File: src/hdl/huffman_tree_bit_decoder_defines.svh
// ---------------------------------------------------------------------------
// Assertion macros for the Huffman tree decoder.
// Concurrent checks are compiled out for synthesis.
// ---------------------------------------------------------------------------
`ifndef HUFFMAN_TREE_BIT_DECODER_DEFINES_SVH
`define HUFFMAN_TREE_BIT_DECODER_DEFINES_SVH

`ifndef SYNTHESIS
// Same-cycle implication.
`define HDT_ASSERT_IMP(lbl, clk, rst_n, ante, cons) \
  lbl: assert property (@(posedge clk) disable iff (!rst_n) (ante) |-> (cons)) \
    else $error("hdt assertion failed");
// Next-cycle implication.
`define HDT_ASSERT_NEXT(lbl, clk, rst_n, ante, cons) \
  lbl: assert property (@(posedge clk) disable iff (!rst_n) (ante) |=> (cons)) \
    else $error("hdt assertion failed");
`else
`define HDT_ASSERT_IMP(lbl, clk, rst_n, ante, cons)
`define HDT_ASSERT_NEXT(lbl, clk, rst_n, ante, cons)
`endif

`endif

File: src/hdl/hdt_pkg.sv
// ---------------------------------------------------------------------------
// hdt_pkg
// Types and constants shared by the Huffman tree decoder modules.
// ---------------------------------------------------------------------------
package hdt_pkg;

  localparam int NODE_W     = 9;
  localparam int SYM_W      = 8;
  localparam int LIMIT_W    = 32;
  localparam int BYTE_W     = 8;
  localparam int NBITS_W    = 4;
  localparam int BYTE_TOP_BIT = 7;
  localparam logic [NBITS_W-1:0] MAX_BITS = 4'd8;

  localparam int CFG_DATA_W = 32;
  localparam int CFG_IDX_W  = 1;
  localparam logic [CFG_IDX_W-1:0] CFG_ROOT_INDEX   = 1'b0;
  localparam logic [CFG_IDX_W-1:0] CFG_SYMBOL_LIMIT = 1'b1;

  localparam int KIND_W = 2;
  localparam logic [KIND_W-1:0] KIND_NODE  = 2'd0;
  localparam logic [KIND_W-1:0] KIND_START = 2'd1;
  localparam logic [KIND_W-1:0] KIND_CODE  = 2'd2;

  localparam int QUEUE_DEPTH = 2;
  localparam int QPTR_W      = 1;
  localparam int QCNT_W      = 2;

  typedef enum logic [1:0] {
    OP_WRITE = 2'd0,
    OP_START = 2'd1,
    OP_CODE  = 2'd2
  } op_t;

  // One node of the code tree as held in the table.
  typedef struct packed {
    logic [NODE_W-1:0] left;
    logic [NODE_W-1:0] right;
    logic              leaf;
    logic [SYM_W-1:0]  sym;
  } entry_t;

  // A classified command waiting for the walk engine.
  typedef struct packed {
    op_t                op;
    logic [NODE_W-1:0]  index;
    entry_t             entry;
    logic [BYTE_W-1:0]  code;
    logic [NBITS_W-1:0] nbits;
  } cmd_t;

  typedef struct packed {
    logic   valid;
    cmd_t   cmd;
  } push_t;

  typedef struct packed {
    logic full;
    logic empty;
  } q_status_t;

  typedef struct packed {
    logic [NODE_W-1:0]  root;
    logic [LIMIT_W-1:0] limit;
  } cfg_t;

endpackage

File: src/hdl/hdt_queue.sv
// ---------------------------------------------------------------------------
// hdt_queue
// Short command queue between the front end and the walk engine.
// ---------------------------------------------------------------------------
module hdt_queue (
  input  logic               clk,
  input  logic               rst_n,
  input  hdt_pkg::push_t     push,
  input  logic               pop,
  output hdt_pkg::cmd_t      head,
  output hdt_pkg::q_status_t status
);

  hdt_pkg::cmd_t               slot_r [hdt_pkg::QUEUE_DEPTH];
  logic [hdt_pkg::QPTR_W-1:0]  wr_ptr_r, wr_ptr_nxt;
  logic [hdt_pkg::QPTR_W-1:0]  rd_ptr_r, rd_ptr_nxt;
  logic [hdt_pkg::QCNT_W-1:0]  count_r, count_nxt;
  logic                        do_push;
  logic                        do_pop;

  assign status.full  = (count_r == hdt_pkg::QCNT_W'(hdt_pkg::QUEUE_DEPTH));
  assign status.empty = (count_r == '0);
  assign head         = slot_r[rd_ptr_r];
  assign do_push      = push.valid && !status.full;
  assign do_pop       = pop && !status.empty;

  // Pointer and fill count update.
  always_comb begin
    wr_ptr_nxt = do_push ? wr_ptr_r + 1'b1 : wr_ptr_r;
    rd_ptr_nxt = do_pop  ? rd_ptr_r + 1'b1 : rd_ptr_r;
    count_nxt  = count_r;
    if (do_push && !do_pop) begin
      count_nxt = count_r + hdt_pkg::QCNT_W'(1);
    end else if (do_pop && !do_push) begin
      count_nxt = count_r - hdt_pkg::QCNT_W'(1);
    end
  end

  always_ff @(posedge clk) begin
    if (!rst_n) begin
      wr_ptr_r <= '0;
      rd_ptr_r <= '0;
      count_r  <= '0;
    end else begin
      wr_ptr_r <= wr_ptr_nxt;
      rd_ptr_r <= rd_ptr_nxt;
      count_r  <= count_nxt;
    end
  end

  // Storage needs no reset.
  always_ff @(posedge clk) begin
    if (do_push) begin
      slot_r[wr_ptr_r] <= push.cmd;
    end
  end

endmodule

File: config.mk
export PLATFORM = sky130hd
export DESIGN_NAME = hdt_queue
export DESIGN_NICKNAME = d
export VERILOG_FILES = /design/src/hdl/huffman_tree_bit_decoder_defines.svh /design/src/hdl/hdt_pkg.sv /design/src/hdl/hdt_queue.sv
export SDC_FILE = /design/constraint.sdc
export NUM_CORES = 1
export LEC_CHECK = 0
export BUFFER_PORTS_ARGS = -buffer_cell sky130_fd_sc_hd__buf_2
export CORE_MARGIN = 5
export CORE_UTILIZATION = 50
export CTS_BUF_LIST = sky130_fd_sc_hd__clkbuf_16
export DETAILED_ROUTE_END_ITERATION = 8
export PLACE_DENSITY = 0.77
export SYNTH_ARGS = -nofsm -noshare
export SYNTH_HDL_FRONTEND = slang
export SYNTH_SLANG_ARGS = --single-unit
export TNS_END_PERCENT = 30
File: constraint.sdc
create_clock -name clk -period 8.99 [get_ports clk]
set_input_delay 0.899 -clock clk [delete_from_list [all_inputs] [get_ports clk]]
set_output_delay 0.899 -clock clk [all_outputs]
set_load 0.005 [all_outputs]
# Word level (Yosys, flattened, before mapping)
# Memories as Yosys holds them, arrays and structs flattened. A register that Yosys moved wholly into a read port is not among the register bits.
# Index checks and enable logic that the tools add are counted.
word_totals:
  ff_bits: 4
  ram_bits: 100
  output_inout_bits: 52
  elab_cells: 25
  n_memories: 1
memory_table:
  columns: ["memory", "words", "width", "rd", "rd_ports_with_merged_regs", "write_ports", "line", "text"]
  rows:
  - ["slot_r", 2, 50, 1, 1, 1, "hdt_queue.sv:14", "hdt_pkg::cmd_t slot_r [hdt_pkg::QUEUE_DEPTH];"]
op_classes:
  add_sub_neg: 4
  n_eq_ne: 1
  mux: 6
  reduce_logical: 10
ops:
  columns: ["op", "count"]
  rows:
  - ["1-bit logical AND", 4]
  - ["1-bit zero test", 4]
  - ["1-bit two-way mux", 4]
  - ["2-bit two-way mux", 2]
  - ["1-bit adder, second input constant", 2]
  - ["2-bit by 1-bit adder with 2-bit output, second input constant", 1]
  - ["2-bit == test, second input constant", 1]
  - ["2-bit zero test", 1]
  - ["2-bit nonzero test", 1]
  - ["2-bit by 1-bit subtractor with 2-bit output, second input constant", 1]

# Longest topological paths before layout
# Gate-level depths: netlist of run 1.
depth:
  depth_word: 7
  ltp_mapped: 7
  ltp_nobuf: 7

# Worst setup path before layout of run 1
# No wires, ideal clock.
synth_timing:
  path_kind: "in2reg"
  from: "input port push[50] in the netlist's numbering"
  to: "memory slot_r[0][0] in the netlist's numbering, enable pin"
  t_arrival_ns: 2.956
  required_ns: 8.540
  path_slack_ns: 5.583
  path_stages: 2
  path_buffers: 0
  cell_sequence: "inv_1 > nor3_2"
synth_via:
  elab_chain_len: 3
synth_rtl:
  columns: ["item", "line", "text"]
  rows:
  - ["from (decl)", "hdt_queue.sv:8", "input hdt_pkg::push_t push,"]
  - ["1-bit logical AND", "hdt_queue.sv:24", "assign do_push = push.valid && !status.full;"]
  - ["1-bit two-way mux", "hdt_queue.sv:53", "if (do_push) begin"]
  - ["1-bit two-way mux (not written as such)", "hdt_queue.sv:54", "slot_r[wr_ptr_r] <= push.cmd;"]
  - ["to (decl)", "hdt_queue.sv:14", null]
# No other way between the ends.

==> flow_metrics.py, run 1 <==
metrics = {
    "run_status": {
        "status": "finished, final reports clean",
    },
    "route": {
        "via_per_inst": 4.83,
        "drt_iter0_markers": 100,
        "drc": 0,
        "routedWlPerCell_um": 15.7,
        "vias": 1928,
        "routed_wl_um": 6280,
        "ant_nets": 0,
        "firstDrtPassIters": 4,
    },
    "yosys": {
        "synth_nets": 236,
        "ys.flop_type": "edfxtp_1",
        "yosysSeqAreaShare_pct": 81.0,
        "syn_inst": 181,
        "ys_ff_latch": 105,
        "avgSynthCellArea_um2": 21.2,
        "async_flop_share_pct": 0,
        "netlist_area_um2": 3830,
        "synth_edf_count": 100,
        "synth_warnings": 0,
        "ys_types": 22,
    },
    "clock_tree": {
        "post-cts-setup-buffer-count": 0,
        "h-tree-depth": 3,
        "holdBufCountCts": 0,
        "clkTransAtPathRegs_ps": 60,
        "cts-root-buf": "clkbuf_16",
        "cts_num_sinks": 105,
        "numCtsBuffers": 9,
        "clkLatencyLatePin_ps": 320,
        "cts_tree": "done",
        "cts_buffer_depth": 2,
        "cts-resized-gates": 0,
    },
    "critical_path": {
        "crit_slowest_cell": "dfxtp_2",
        "crit_type": "register to output pin",
        "worstPathArrival_ps": 2030,
        "end_kind": "output pin",
        "path_cells": "mux2_2, buf_2",
        "worstSetupStartpointType": "register",
        "r2r_slack_ps": 6760,
        "critPathMaxStageDelay_ps": 1090,
        "cp_data_required_time_ps": 8090,
        "path_max_fanout": 50,
        "reg2regPathDepth": 4,
    },
    "timing": {
        "tns_ps": 0,
        "worst_pin_slew_ps": 1190,
        "fin_skew_ps": 6.37,
        "fin_crit_sh_pct": 32.6,
        "final_hold_viol_count": 0,
        "rsz0062_at_grt": "false",
        "drv_slew": 0,
        "setup_ws_ps": 6060,
        "finalSetupViolCount": 0,
        "period_minus_slack_ps": 2930,
        "slew_headroom_pct": 20.7,
        "fmax_mhz": 341,
    },
    "global_routing": {
        "overflow": 0,
        "grt_pass1_vias": 2220,
        "grtUsageTotal_pct": 13.8,
        "grt_pass1_wl_um": 10200,
        "grt_start_max_net_pins": 51,
        "antenna_found_initial": 0,
    },
    "placement": {
        "dp_slack_ps": 6250,
        "gp_congestion": 0.702,
        "port-buffer-count": 105,
        "place_hpwl_um": 4150,
    },
    "worst_hold_path": {
        "holdCritPathClass": "register to register",
        "holdPathStages": 2,
    },
    "power_and_ir_drop": {
        "power.internal_mw": 0.980,
        "p_per_area_nw_per_um2": 273,
        "p_switching_mw": 0.317,
        "p_sw_share_pct": 24.4,
        "peakVddDrop_mv": 0.166,
        "total_power_mw": 1.30,
        "sequentialPowerShare_pct": 51.2,
        "leakage_nw": 1.78,
        "clock_power_share_pct": 28.3,
        "combPwrFrac_pct": 20.5,
    },
    "flow_run": {
        "maxCapViolCount": 0,
    },
    "die": {
        "core_area_um2": 7610,
        "initial_core_util_pct": 50.3,
        "fp.dieH_um": 97.5,
        "rows": 32,
        "ios": 106,
        "dieArea_um2": 9510,
        "die_x_um": 97.5,
    },
    "final_layout": {
        "antenna_cells": 0,
        "drive_above_1_share_pct": 56.6,
        "nets": 347,
        "area_delta_synth_final_pct": 24.2,
    },
}
-- power by group through the flow --
stage                     logic [mW]  registers (mW)  clock network (mW)
after global routing           0.293           0.675               0.401
final                          0.266           0.664               0.367
after CTS                      0.273           0.667               0.376
after detailed placement       0.272           0.677                   0
after global placement         0.268           0.674                   0
after floorplan                0.184           0.641                   0
-- sequential cells by signal (all words and copies together), names as in the netlist, named ones only --
name,count
count_r,2
rd_ptr_r,1
slot_r,100
wr_ptr_r,1
-- cell usage after synthesis, types with 2 or more instances --
library cell | count | area, um^2
dfxtp_1 | 5 | 100
buf_2 | 5 | 25.0
and2_1 | 3 | 18.8
mux2_2 | 46 | 518
edfxtp_1 | 100 | 3000
mux2_1 | 4 | 45.0
nor2_1 | 2 | 7.51
xnor2_1 | 2 | 17.5
-- through the flow --
step | area [um^2] | hold slack (ps) | cells | util (%)
5_1_grt | 4760 | 571 | 399 | 62.5
3_5_place_dp | 4470 | 538 | 383 | 58.8
6_report | 4760 | 545 | 399 | 62.5
4_1_cts | 4760 | 547 | 399 | 62.5
2_1_floorplan | 3830 | 483 | 181 | -
3_3_place_gp | 4470 | 509 | 383 | 58.8
-- area by class of cell --
type	instances	area, um^2
multi-input cells	68	697
fillers	552	2850
flip-flops and latches	105	3100
clock buffers	9	225
inverters	2	7.51
repair buffers	106	533
clock inverters	7	62.6
well taps	102	128
-- routing by layer --
metal	track usage, %	vias to the layer above	share of wire, %
li1	-	927	-
met1	14.7	936	39
met2	25.4	61	54
met3	4.31	4	5.9
met4	5.11	0	0.96
met5	0	-	0
-- final timing paths --
| check | to | startpoint |
|---|---|---|
| worst max-delay path | head[17] | register |
| worst min-delay path | count_r[1] | count_r[1] |
| worst max register to register | slot_r[0][23] | count_r[0] |
| worst min register to register | count_r[1] | count_r[1] |
-- worst max-delay path, delay by kind of cell, from the launching register on --
kind	cells	cell delay, ps
flops	1	1090
buf+inv	1	130
mux	1	440
-- logic make-up after synthesis --
kind of cell	after synthesis	synth area share (%)
compound gates	5	0.850
xor+xnor	3	0.686
fa+ha+maj	1	0.327
buf+inv	8	0.947
flops	105	81.0
mux	50	14.7
simple gates	9	1.44
-- layout by cell type (no fill, tap or decap) --
cell	synthesis	routed
clkinv_4	0	2
buf_4	0	1
or3_1	1	1
mux2_1	4	4
nand2b_1	1	1
a21boi_1	1	1
edfxtp_1	100	100
inv_2	1	1
and3_2	0	1
nor2_1	2	2
inv_1	1	2
o21a_1	1	1
a21boi_0	1	1
bufinv_16	0	1
o21ai_0	1	1
mux2_2	46	46
nor3_4	0	1
xor2_1	1	1
xnor2_1	2	2
dfxtp_1	5	4
clkbuf_16	0	9
ha_1	1	1
dfxtp_2	0	1
buf_2	5	105
and2_1	3	3
clkinv_1	0	3
o21ai_1	1	1
(Power assumes the default switching activity.)
==> run 2: changes to the inputs <==
- clock period: 8.99 -> 2.9 ns (I/O delays scaled with it)
==> flow_metrics.py, run 2 (same netlist as run 1, synthesis figures left out) <==
metrics = {
    "route": {
        "drc": 0,
        "via_per_inst": 4.87,
        "ant_nets": 0,
        "drt_iter0_markers": 115,
        "firstDrtPassIters": 4,
        "routedWlPerCell_um": 15.8,
        "routed_wl_um": 6370,
        "vias": 1959,
    },
    "global_routing": {
        "grt_pass1_wl_um": 10200,
        "grt_start_max_net_pins": 32,
        "antenna_found_initial": 0,
        "grtUsageTotal_pct": 13.9,
        "grt_pass1_vias": 2111,
        "overflow": 0,
    },
    "timing": {
        "worst_pin_slew_ps": 624,
        "rsz0062_at_grt": "false",
        "fin_crit_sh_pct": 72.9,
        "final_hold_viol_count": 0,
        "fin_skew_ps": 6.62,
        "fmax_mhz": 473,
        "drv_slew": 0,
        "whs_ps": 143,
        "period_minus_slack_ps": 2110,
        "slew_headroom_pct": 58.4,
        "finalSetupViolCount": 0,
        "tns_ps": 0,
    },
    "power_and_ir_drop": {
        "peakVddDrop_mv": 0.439,
        "leakage_nw": 1.80,
        "p_per_area_nw_per_um2": 845,
        "total_power_mw": 4.06,
    },
    "final_layout": {
        "area_delta_synth_final_pct": 25.5,
        "drive_above_1_share_pct": 57.3,
        "mostFrequentLayoutCells": "buf_2, edfxtp_1, mux2_2, clkbuf_16",
        "final_cells": 402,
        "largest_reg_flops": 100,
        "antenna_cells": 0,
        "top_regs": "slot_r: 100 flops, count_r: 2 flops",
        "regMostFlops": "slot_r",
        "nets": 350,
        "mostFrequentLayoutCell": "buf_2",
    },
    "critical_path": {
        "reg2regPathDepth": 3,
        "r2r_slack_ps": 1170,
        "worst_r2r_endpoint": "slot_r[1][18]",
        "worstPathArrival_ps": 1820,
        "path_max_fanout": 26,
        "worstSetupStartpointType": "register",
        "crit_type": "register to output pin",
        "r2r_start": "count_r[0]",
        "end_kind": "output pin",
        "cp_data_required_time_ps": 2610,
    },
    "placement": {
        "place_hpwl_um": 4360,
        "placed_cells": 386,
        "gp_congestion": 0.727,
        "port-buffer-count": 105,
    },
    "worst_hold_path": {
        "holdPathStages": 1,
        "hp-start": "push[19]",
        "holdCritPathClass": "primary input to register",
        "worst_hold_path.endpoint": "slot_r[0][19]",
    },
    "clock_tree": {
        "cts-root-buf": "clkbuf_16",
        "cts-resized-gates": 0,
        "clkTransAtPathRegs_ps": 70,
        "cts_tree": "done",
        "cts_buffer_depth": 2,
        "h-tree-depth": 3,
        "numCtsBuffers": 9,
        "post-cts-setup-buffer-count": 0,
        "cts_num_sinks": 105,
        "holdBufCountCts": 0,
        "clkLatencyLatePin_ps": 330,
    },
    "flow_run": {
        "maxCapViolCount": 0,
    },
    "die": {
        "die_x_um": 97.5,
        "dieArea_um2": 9510,
        "rows": 32,
        "ios": 106,
        "core_area_um2": 7610,
        "initial_core_util_pct": 50.3,
        "fp.dieH_um": 97.5,
    },
    "run_status": {
        "status": "finished, final reports clean",
    },
}
-- run 2: cell types whose count changed in the layout (fill, tap and decap cells not counted), sizes merged --
| cell | delta |
|---|---|
| clkinv | -1 |
| clkinvlp | +1 |
| buf | +3 |
-- run 2: report_power, final --
part,leakage [nW],internal (mW),switching [mW]
Sequential,0.975,1.91,0.104
Combinational,0.686,0.494,0.407
Clock,0.142,0.660,0.490
Total,1.80,3.06,1.00
-- run 2: worst max-delay path by stage --
stage	slack, ps	cells after the start	end
after floorplan	660	3	slot_r[0][0]
final	790	3	head[42]
after CTS	720	3	head[31]
after detailed placement	1080	3	head[31]
after global placement	1100	3	head[31]
after global routing	690	3	head[4]
-- run 2: per-stage QoR --
| stage | worst slack [ps] | cell area, um^2 | util, % |
|---|---|---|---|
| final | 787 | 4800 | 63.2 |
| after global routing | 691 | 4800 | 63.2 |
| after CTS | 723 | 4800 | 63.2 |
| after detailed placement | 1080 | 4520 | 59.4 |
| after global placement | 1100 | 4520 | 59.4 |
| after floorplan | 663 | 3830 | - |
-- run 2: metal layers --
layer / GRT usage [%] / part of all wire, % / vias to the layer above
li1: - / - / 934
met1: 15.7 / 40 / 946
met2: 23.6 / 50 / 69
met3: 4.95 / 8.2 / 10
met4: 6.07 / 1.6 / 0
met5: 0 / 0 / -
-- run 2: layout make-up --
cell class	count	area, um^2
timing repair buffer	109	581
clock buffer	9	225
clock inverter	7	62.6
sequential	105	3100
fill	579	2800
tap	102	128
multi-input combinational	68	697
inverter	2	7.51
-- run 2: critical path: stages (launching register included) --
cell and delay, ps:
dfxtp_2 730, buf_12 270, mux2_2 360, buf_2 130
