**src/hdl/huffman_tree_bit_decoder_defines.svh**
```systemverilog
// ---------------------------------------------------------------------------
// Assertion macros for the Huffman tree decoder.
// Concurrent checks are compiled out for synthesis.
// ---------------------------------------------------------------------------
`ifndef HUFFMAN_TREE_BIT_DECODER_DEFINES_SVH
`define HUFFMAN_TREE_BIT_DECODER_DEFINES_SVH

`ifndef SYNTHESIS
// Same-cycle implication.
`define HDT_ASSERT_IMP(lbl, clk, rst_n, ante, cons) \
  lbl: assert property (@(posedge clk) disable iff (!rst_n) (ante) |-> (cons)) \
    else $error("hdt assertion failed");
// Next-cycle implication.
`define HDT_ASSERT_NEXT(lbl, clk, rst_n, ante, cons) \
  lbl: assert property (@(posedge clk) disable iff (!rst_n) (ante) |=> (cons)) \
    else $error("hdt assertion failed");
`else
`define HDT_ASSERT_IMP(lbl, clk, rst_n, ante, cons)
`define HDT_ASSERT_NEXT(lbl, clk, rst_n, ante, cons)
`endif

`endif

```
**src/hdl/hdt_pkg.sv**
```systemverilog
// ---------------------------------------------------------------------------
// hdt_pkg
// Types and constants shared by the Huffman tree decoder modules.
// ---------------------------------------------------------------------------
package hdt_pkg;

  localparam int NODE_W     = 9;
  localparam int SYM_W      = 8;
  localparam int LIMIT_W    = 32;
  localparam int BYTE_W     = 8;
  localparam int NBITS_W    = 4;
  localparam int BYTE_TOP_BIT = 7;
  localparam logic [NBITS_W-1:0] MAX_BITS = 4'd8;

  localparam int CFG_DATA_W = 32;
  localparam int CFG_IDX_W  = 1;
  localparam logic [CFG_IDX_W-1:0] CFG_ROOT_INDEX   = 1'b0;
  localparam logic [CFG_IDX_W-1:0] CFG_SYMBOL_LIMIT = 1'b1;

  localparam int KIND_W = 2;
  localparam logic [KIND_W-1:0] KIND_NODE  = 2'd0;
  localparam logic [KIND_W-1:0] KIND_START = 2'd1;
  localparam logic [KIND_W-1:0] KIND_CODE  = 2'd2;

  localparam int QUEUE_DEPTH = 2;
  localparam int QPTR_W      = 1;
  localparam int QCNT_W      = 2;

  typedef enum logic [1:0] {
    OP_WRITE = 2'd0,
    OP_START = 2'd1,
    OP_CODE  = 2'd2
  } op_t;

  // One node of the code tree as held in the table.
  typedef struct packed {
    logic [NODE_W-1:0] left;
    logic [NODE_W-1:0] right;
    logic              leaf;
    logic [SYM_W-1:0]  sym;
  } entry_t;

  // A classified command waiting for the walk engine.
  typedef struct packed {
    op_t                op;
    logic [NODE_W-1:0]  index;
    entry_t             entry;
    logic [BYTE_W-1:0]  code;
    logic [NBITS_W-1:0] nbits;
  } cmd_t;

  typedef struct packed {
    logic   valid;
    cmd_t   cmd;
  } push_t;

  typedef struct packed {
    logic full;
    logic empty;
  } q_status_t;

  typedef struct packed {
    logic [NODE_W-1:0]  root;
    logic [LIMIT_W-1:0] limit;
  } cfg_t;

endpackage

```
**src/hdl/hdt_if.sv**
```systemverilog
// ---------------------------------------------------------------------------
// Channel interfaces
// Valid/ready channels for input words and decoded result words.
// ---------------------------------------------------------------------------
interface hdt_in_if;
  logic                          valid;
  logic                          ready;
  logic [hdt_pkg::KIND_W-1:0]    kind;
  logic [hdt_pkg::NODE_W-1:0]    node_index;
  logic [hdt_pkg::NODE_W-1:0]    left_child;
  logic [hdt_pkg::NODE_W-1:0]    right_child;
  logic                          is_leaf;
  logic [hdt_pkg::SYM_W-1:0]     leaf_symbol;
  logic [hdt_pkg::BYTE_W-1:0]    code_byte;
  logic [hdt_pkg::NBITS_W-1:0]   valid_bits;

  modport source (output valid, kind, node_index, left_child, right_child, is_leaf,
                  leaf_symbol, code_byte, valid_bits, input ready);
  modport sink   (input valid, kind, node_index, left_child, right_child, is_leaf,
                  leaf_symbol, code_byte, valid_bits, output ready);
endinterface


```
**src/hdl/hdt_front.sv**
```systemverilog
// ---------------------------------------------------------------------------
// hdt_front
// Accepts input words, classifies them and pushes commands into the queue.
// ---------------------------------------------------------------------------
module hdt_front #(
  parameter int NODE_DEPTH = 512
) (
  hdt_in_if.sink           in_chan,
  input  hdt_pkg::q_status_t q_status,
  output hdt_pkg::push_t   push
);

  localparam logic [hdt_pkg::NODE_W:0] DEPTH_L = (hdt_pkg::NODE_W+1)'(NODE_DEPTH);

  logic accept;
  logic keep;
  logic in_range;

  // A word is taken whenever the queue has room.
  assign in_chan.ready = !q_status.full;
  assign accept        = in_chan.valid && in_chan.ready;
  assign in_range      = {1'b0, in_chan.node_index} < DEPTH_L;

  // Classify the word; writes beyond the table, empty code words and words of unknown kind are dropped.
  always_comb begin
    push.cmd.index       = in_chan.node_index;
    push.cmd.entry.left  = in_chan.left_child;
    push.cmd.entry.right = in_chan.right_child;
    push.cmd.entry.leaf  = in_chan.is_leaf;
    push.cmd.entry.sym   = in_chan.leaf_symbol;
    push.cmd.code        = in_chan.code_byte;
    push.cmd.nbits       = (in_chan.valid_bits > hdt_pkg::MAX_BITS) ? hdt_pkg::MAX_BITS
                                                                    : in_chan.valid_bits;
    case (in_chan.kind)
      hdt_pkg::KIND_NODE: begin
        push.cmd.op = hdt_pkg::OP_WRITE;
        keep        = in_range;
      end
      hdt_pkg::KIND_START: begin
        push.cmd.op = hdt_pkg::OP_START;
        keep        = 1'b1;
      end
      hdt_pkg::KIND_CODE: begin
        push.cmd.op = hdt_pkg::OP_CODE;
        keep        = (in_chan.valid_bits != '0);
      end
      default: begin
        push.cmd.op = hdt_pkg::OP_CODE;
        keep        = 1'b0;
      end
    endcase
    push.valid = accept && keep;
  end

endmodule

```
**src/flat_wrapper.sv**
```systemverilog
// flat-port wrapper written by rule: the top's interface ports become plain ports
module hdt_front_flat 
#(
  parameter int NODE_DEPTH = 512
)
  (q_status, push, in_chan_valid, in_chan_kind, in_chan_node_index, in_chan_left_child, in_chan_right_child, in_chan_is_leaf, in_chan_leaf_symbol, in_chan_code_byte, in_chan_valid_bits, in_chan_ready);
  hdt_in_if in_chan_i ();
  input  hdt_pkg::q_status_t q_status;
  output hdt_pkg::push_t push;
  input wire logic [$bits(in_chan_i.valid)-1:0] in_chan_valid;
  input wire logic [$bits(in_chan_i.kind)-1:0] in_chan_kind;
  input wire logic [$bits(in_chan_i.node_index)-1:0] in_chan_node_index;
  input wire logic [$bits(in_chan_i.left_child)-1:0] in_chan_left_child;
  input wire logic [$bits(in_chan_i.right_child)-1:0] in_chan_right_child;
  input wire logic [$bits(in_chan_i.is_leaf)-1:0] in_chan_is_leaf;
  input wire logic [$bits(in_chan_i.leaf_symbol)-1:0] in_chan_leaf_symbol;
  input wire logic [$bits(in_chan_i.code_byte)-1:0] in_chan_code_byte;
  input wire logic [$bits(in_chan_i.valid_bits)-1:0] in_chan_valid_bits;
  output wire logic [$bits(in_chan_i.ready)-1:0] in_chan_ready;
  assign in_chan_i.valid = in_chan_valid;
  assign in_chan_i.kind = in_chan_kind;
  assign in_chan_i.node_index = in_chan_node_index;
  assign in_chan_i.left_child = in_chan_left_child;
  assign in_chan_i.right_child = in_chan_right_child;
  assign in_chan_i.is_leaf = in_chan_is_leaf;
  assign in_chan_i.leaf_symbol = in_chan_leaf_symbol;
  assign in_chan_i.code_byte = in_chan_code_byte;
  assign in_chan_i.valid_bits = in_chan_valid_bits;
  assign in_chan_ready = in_chan_i.ready;
  hdt_front #(.NODE_DEPTH(NODE_DEPTH)) u_core (.in_chan(in_chan_i), .q_status(q_status), .push(push));
endmodule
```
**config.mk**
```make
export PLATFORM = sky130hd
export DESIGN_NAME = hdt_front_flat
export DESIGN_NICKNAME = d
export VERILOG_FILES = /design/src/hdl/huffman_tree_bit_decoder_defines.svh /design/src/hdl/hdt_pkg.sv /design/src/hdl/hdt_if.sv /design/src/hdl/hdt_front.sv /design/src/flat_wrapper.sv
export SDC_FILE = /design/constraint.sdc
export NUM_CORES = 1
export LEC_CHECK = 0
export ABC_AREA = 1
export ABC_CLOCK_PERIOD_IN_PS = 800
export BUFFER_PORTS_ARGS = -buffer_cell sky130_fd_sc_hd__buf_2
export CAP_MARGIN = 20
export CORE_MARGIN = 4
export CORE_UTILIZATION = 22
export DETAILED_ROUTE_END_ITERATION = 10
export GPL_TIMING_DRIVEN = 0
export PLACE_DENSITY = 0.84
export SLEW_MARGIN = 10
export SYNTH_ARGS = -nofsm -noshare
export SYNTH_HDL_FRONTEND = slang
export SYNTH_SLANG_ARGS = --single-unit
```
**constraint.sdc**
```tcl
create_clock -name vclk -period 0.8
set_clock_uncertainty 0.2 [all_clocks]
set_input_delay 0.08 -clock vclk [all_inputs]
set_output_delay 0.08 -clock vclk [all_outputs]
set_load 0.05 [all_outputs]
```
* Word-level counts from Yosys, hierarchy flattened
Index checks and enable logic that the tools add are counted. Widths: inputs -> output; s select.
Storage, ports and cells: word-level logic and storage cells 12, register bits 0
Cells by class: reduce and logical (&&, ||, !) cells 6, equal/unequal tests 2, mux-type cells 3, order comparisons 1
Operators with widths (number):
- $gt 4x4->1 const B | 1
- $mux 4 | 1
- $pmux 2 s2 | 1
- $reduce_bool 4->1 | 1
- $eq 2x1->1 const B | 1
- $eq 2x2->1 const B | 1
- $logic_and 1x1->1 | 2
- $logic_not 2->1 | 1
- $pmux 1 s2 | 1
- $reduce_or 2->1 | 1
- $logic_not 1->1 | 1

* Logic depth before layout (Yosys ltp)
Gate-level depths: netlist of run 1.
word-level depth 4, gate-level depth with buffers 4

* Least setup slack after synthesis of run 1
No wires, ideal clock.
path kind input to output, start in in_chan_valid_bits[0], end out push[1] (netlist name), arrival 1368 ps, buffers on the path 0, required time 520 ps, stages 3, setup slack -848 ps, path through nor2_1 > nand2_1 > a21boi_0
RTL lines:
- from (decl) | RTL line flat_wrapper.sv:18 | input wire logic [$bits(in_chan_i.valid_bits)-1:0] in_chan_valid_bits;
- to (decl) | RTL line flat_wrapper.sv:9 | output hdt_pkg::push_t push;

==> results.txt, run 1 <==
Yosys top cell area share: 81.99%
Share of the cycle needed by the critical path after routing: 117.5%
Ant diodes: 0
Fin cells: 148
Library cells used by synthesis: 7
Gr ovfl total: 0
Initial drt markers: 1
Synthesized area per cell: 6.605 um2
Total Wirelength: 1688 um
Largest net degree at the start of global routing: 4
Max VDD drop: 0.5525 mV
Final Hold Fails: 0
Clock network fraction of design power: 0%
Sequential Power Share: 0%
Share of layout cells above drive strength 1: 98.37%
DR vias: 551
Commonest non-fill, non-tap cell in the layout: buf_2
Crit-path cells: buf_6, nor2_4, nand2_2, nand2_2, a21oi_4, buf_6
Seq_cells: 0
Synth top area cells: buf_4 82%, nor2_1 4.7%, inv_1 3.7%
Final count of pins violating max slew: 0
Switching power: 0.6282 mW
Area grow syn2layout: 129.2%
DRC: 0
First-pass GRT wire length: 2325 um
Wirelength per Cell: 11.41 um
Leak pwr: 0.5460 nW
Internal Power: 0.3255 mW
Peak Freq: 1064 MHz
CP required: 0.52 ns
Setup CP Type: primary input to primary output
Post-DP HPWL: 1409 um
Total negative slack: -0.3393 ns
RSZ-0062 raised after global routing: yes
Max-cap violation count: 0
GRT Total Usage: 11.27%
Via density: 3.723
Sequential area share after synthesis: 0%
Final worst slack: -0.1401 ns
Commonest non-fill, non-tap cells in the layout: 47 x buf_2, 46 x buf_4, 8 x buf_6
Pwr Density: 1033 nW/um2
Die area: 2580 um2
Failing checks: setup timing
Gate Count Post-Synth: 61
Antenna violations before repair: 0
Yosys synthesis warning count: 0
# IOs: 105
Worst EP arrival: 0.66 ns
Placed cells: 146
Post-route ant nets: 0
Worst-path fanout max: 2
Synth Net Count: 114
Crit start category: primary input
Post-synth top area cell: buf_4
CP peak stage delay: 0.15 ns
Die H: 50.80 um
Fill count: 150
Vias in the first global route: 539
Starting Density: 23.33%
Power share of the combinational group: 100.0%
Hold-fix buffers, CTS: 0
GP Congestion: 0.6604
CP max stage cell: buf_6
Layout clock buffer count: 0
Setup crit end kind: primary output
Die Wd: 50.80 um
Nets: 178
Row Count: 15
Status: finished with violations
1st-pass router iterations: 2
Tmin final: 0.9401 ns
IO Port Bufs: 60
Multi-input gate area: 116.4 um2
Worst-margin pin slew: 0.2578 ns
# setup viols final: 5
Relative slew slack: 82.93%
Hold WC Path Type: primary input to primary output
Crit-path leading delay family: simple AND/OR/NAND/NOR gates
Net switching fraction of the power: 65.87%
Core footprint: 1727 um2
Synthesized area: 402.9 um2
Buf/Inv on CP: 2
Final core occ: 53.48%
Sequential cell area: 0 um2
metrics by stage:
| stage | hold WS (ns) | total power [mW] | area [um2] | worst slack [ns] |
|---|---|---|---|---|
| after floorplan | 0.01882 | 0.7122 | 445.4 | -0.1501 |
| after global placement | 0.2627 | 0.8611 | 777.0 | -0.3192 |
| after detailed placement | 0.2629 | 0.8680 | 777.0 | -0.3603 |
| after CTS | 0.2629 | 0.9447 | 907.1 | -0.1301 |
| after global routing | 0.2646 | 0.9874 | 923.4 | -0.1583 |
| final | 0.2624 | 0.9537 | 923.4 | -0.1401 |
cells by family (layout without fill, tap and decap cells):
| kind of cell | after synthesis | in the layout | synth area share, % |
|---|---|---|---|
| compound gates | 2 | 2 | 4.038 |
| buf+inv | 50 | 112 | 87.58 |
| simple gates | 9 | 9 | 8.384 |
layout make-up:
type,instances,area share (%)
inverter,4,2.033
multi-input combinational,11,12.60
timing repair buffer,62,45.26
tap,25,3.388
buffer,46,36.72
Yosys cell counts, drive strengths merged:
library cell and number:
clkbuf 2, nor2 5, buf 44, a21oi 1, a21boi 1, nand2 4
inv 4
metal layers:
| layer | up-vias | wire length (um) | global-route usage (%) |
|---|---|---|---|
| met5 | - | 0 | 0 |
| met4 | 0 | 0 | 0 |
| met3 | 0 | 335 | 6.231 |
| met2 | 65 | 954 | 26.52 |
| met1 | 226 | 398 | 7.193 |
| li1 | 260 | - | - |
power by group through the flow:
stage	combinational, mW	clock, mW	sequential [mW]
2_1_floorplan	0.712	0	0
3_3_place_gp	0.861	0	0
3_5_place_dp	0.868	0	0
4_1_cts	0.945	0	0
5_1_grt	0.987	0	0
6_report	0.954	0	0
final timing paths:
kind	from	end	slack [ns]	depth (start not counted)
worst min-delay path	in_chan_code_byte[2]	push[6]	0.26	2
worst max-delay path	in_chan_valid_bits[1]	push[50]	-0.14	6
timing repair:
item	in CTS	in global routing
resized for setup	31	5
endpoints found under the setup margin	8	7
pin swaps	7	1
setup buffers	2	0
endpoints found under the hold margin	0	0
Power figures use the tool's default switching activity.
==> inputs of run 2 (changes only) <==
ABC_AREA = unset   (was 1)
PLACE_DENSITY = 0.85   (was 0.84)
==> run 2 against run 1 <==
Net effect: the run still ends with setup timing left; setup slack got worse by 0.20 ns; global-route usage decreased by 1.7 points; critical endpoint unchanged; synthesized cell count decreased by 9.8%; count of clock-buffer cells in the layout stayed put; synthesized area fell by 2.2%; sequential share of layout area stayed put; total power decreased by 2.7%.
==> results.txt, run 2 <==
Hold WC Path Type: primary input to primary output
DRC: 0 (unchanged)
RSZ-0062 raised after global routing: yes
Setup crit end kind: primary output
Row Count: 15 (unchanged)
1st-pass router iterations: 1 (-1)
Via density: 3.525 (-5.3%)
Die H: 50.33 um (-0.93%)
Setup CP Type: primary input to primary output
Final Hold Fails: 0 (unchanged)
Max VDD drop: 0.5993 mV (+8.5%)
Synth Net Count: 108 (-5.3%)
Fill count: 160 (+6.7%)
Tmin final: 1.144 ns (+0.2039 ns)
Die Wd: 50.33 um (-0.93%)
Hold EP: push[5]
Total negative slack: -0.3439 ns (-0.004622 ns)
Max-cap violation count: 0 (unchanged)
IO Port Bufs: 60 (unchanged)
Placed cells: 140 (-4.1%)
Leak pwr: 0.5357 nW (-1.9%)
Final worst slack: -0.3439 ns (-0.2039 ns)
Worst-path fanout max: 2 (unchanged)
Library cells used by synthesis: 7 (unchanged)
Share of layout cells above drive strength 1: 98.28% (about the same)
Failing checks: setup timing
Yosys synthesis warning count: 0 (unchanged)
Synth cell count leaders: 44 x buf_4, 4 x nor2b_1, 2 x clkbuf_1, 2 x inv_1
Largest net degree at the start of global routing: 6 (+2)
GRT Total Usage: 9.533% (-1.7 points)
DR vias: 497 (-9.8%)
Commonest non-fill, non-tap cells in the layout: 49 x buf_4, 47 x buf_2, 5 x buf_6
Post-synth top area cell: buf_4
# setup viols final: 1 (-4)
Layout clock buffer count: 0 (unchanged)
Antenna violations before repair: 0 (unchanged)
Fin cells: 141 (-4.7%)
Synthesized area per cell: 7.166 um2 (+8.5%)
Core footprint: 1708 um2 (-1.1%)
Initial drt markers: 0 (-1)
Hold path startpoint: in_chan_code_byte[1]
Share of the cycle needed by the critical path after routing: 143.0% (+25 points)
Area grow syn2layout: 123.8%
Nets: 171 (-3.9%)
Ant diodes: 0 (unchanged)
Gr ovfl total: 0 (unchanged)
Sequential cell area: 0 um2 (unchanged)
Crit start category: primary input
Yosys top cell area share: 83.81% (+1.8 points)
Status: finished with violations
Pwr Density: 1052 nW/um2 (+1.8%)
Crit path launch: q_status[1]
Count leader, synth: buf_4
Gate Count Post-Synth: 55 (-9.8%)
Wirelength per Cell: 10.82 um (-5.1%)
Starting Density: 23.08% (-0.26 points)
Sequential area share after synthesis: 0% (unchanged)
Seq_cells: 0 (unchanged)
Total Wirelength: 1526 um (-9.6%)
Commonest non-fill, non-tap cell in the layout: buf_4
Worst EP arrival: 0.86 ns (+0.20 ns)
Vias in the first global route: 438 (-19%)
Post-route ant nets: 0 (unchanged)
GP Congestion: 0.6385 (-3.3%)
Hold-fix buffers, CTS: 0 (unchanged)
Worst-margin pin slew: 0.2607 ns (+0.002911 ns)
Post-DP HPWL: 1329 um (-5.7%)
Synthesized area: 394.1 um2 (-2.2%)
Die area: 2533 um2 (-1.8%)
Synth top area cells: buf_4 84%, nor2b_1 6.3%, o32ai_1 2.2%
First-pass GRT wire length: 1994 um (-14%)
Relative slew slack: 82.49% (-0.44 points)
Worst slack, placed: -0.6514 ns (-0.2911 ns)
Final core occ: 51.65% (-1.8 points)
Final count of pins violating max slew: 0 (unchanged)
Hold Path Depth: 2 (unchanged)
# IOs: 105 (unchanged)
Peak Freq: 874.2 MHz (-18%)
CP required: 0.52 ns (about the same)
## run 2: cells by family (layout without fill, tap and decap cells)
family / after synthesis / in the layout / share of synthesized area (%)
AO/OA/AOI/OAI: 1 / 1 / 2.223
AND/OR/NAND/NOR: 6 / 6 / 10.16
buffers and inverters: 48 / 109 / 87.62
## run 2: routing by layer
| metal | global-route usage, % | wire length, um |
|---|---|---|
| met5 | 0 | 0 |
| met4 | 0 | 0 |
| met3 | 3.858 | 311 |
| met2 | 19.78 | 794 |
| met1 | 9.043 | 420 |
## run 2: area by class of cell
cell class,count,area (um2),share of cell area (%)
multi-input cells,7,115.1,13.05
well taps,25,31.28,3.546
inverters,2,7.507,0.8511
repair buffers,61,389.1,44.11
plain buffers,46,339.1,38.44
## run 2: repair_timing
action / 4_1_cts / 5_1_grt
gates resized for setup: 23 / 8
gates cloned: 0 / 0
endpoints found under the hold margin: 0 / 0
endpoints found under the setup margin: 7 / 6
pin swaps: 2 / 0
setup buffers: 1 / 0
## run 2: worst max-delay path: stages
cell     delay, ns
buf_8         0.10
or3b_4        0.39
o32ai_4       0.10
buf_6         0.19
## run 2: report_power, final
part           switching [mW]  internal, mW
logic                   0.611         0.317
clock network               0             0
registers                   0             0
total                   0.611         0.317
## run 2: worst max path at each step
stage | slack, ns | to | cells past startpoint
after detailed placement | -0.65 | push[50] | 4
after global routing | -0.37 | push[50] | 4
after CTS | -0.34 | push[50] | 4
after floorplan | -0.28 | push[50] | 2
final | -0.34 | push[50] | 4
after global placement | -0.65 | push[50] | 4
## run 2: metrics by stage
stage / cell area, um2 / power [mW] / hold WS (ns)
6_report: 882.1 / 0.9276 / 0.2619
5_1_grt: 882.1 / 0.9594 / 0.2636
4_1_cts: 860.8 / 0.9180 / 0.2625
3_5_place_dp: 774.5 / 0.8654 / 0.2627
3_3_place_gp: 774.5 / 0.8606 / 0.2626
2_1_floorplan: 442.9 / 0.7102 / 0.01789
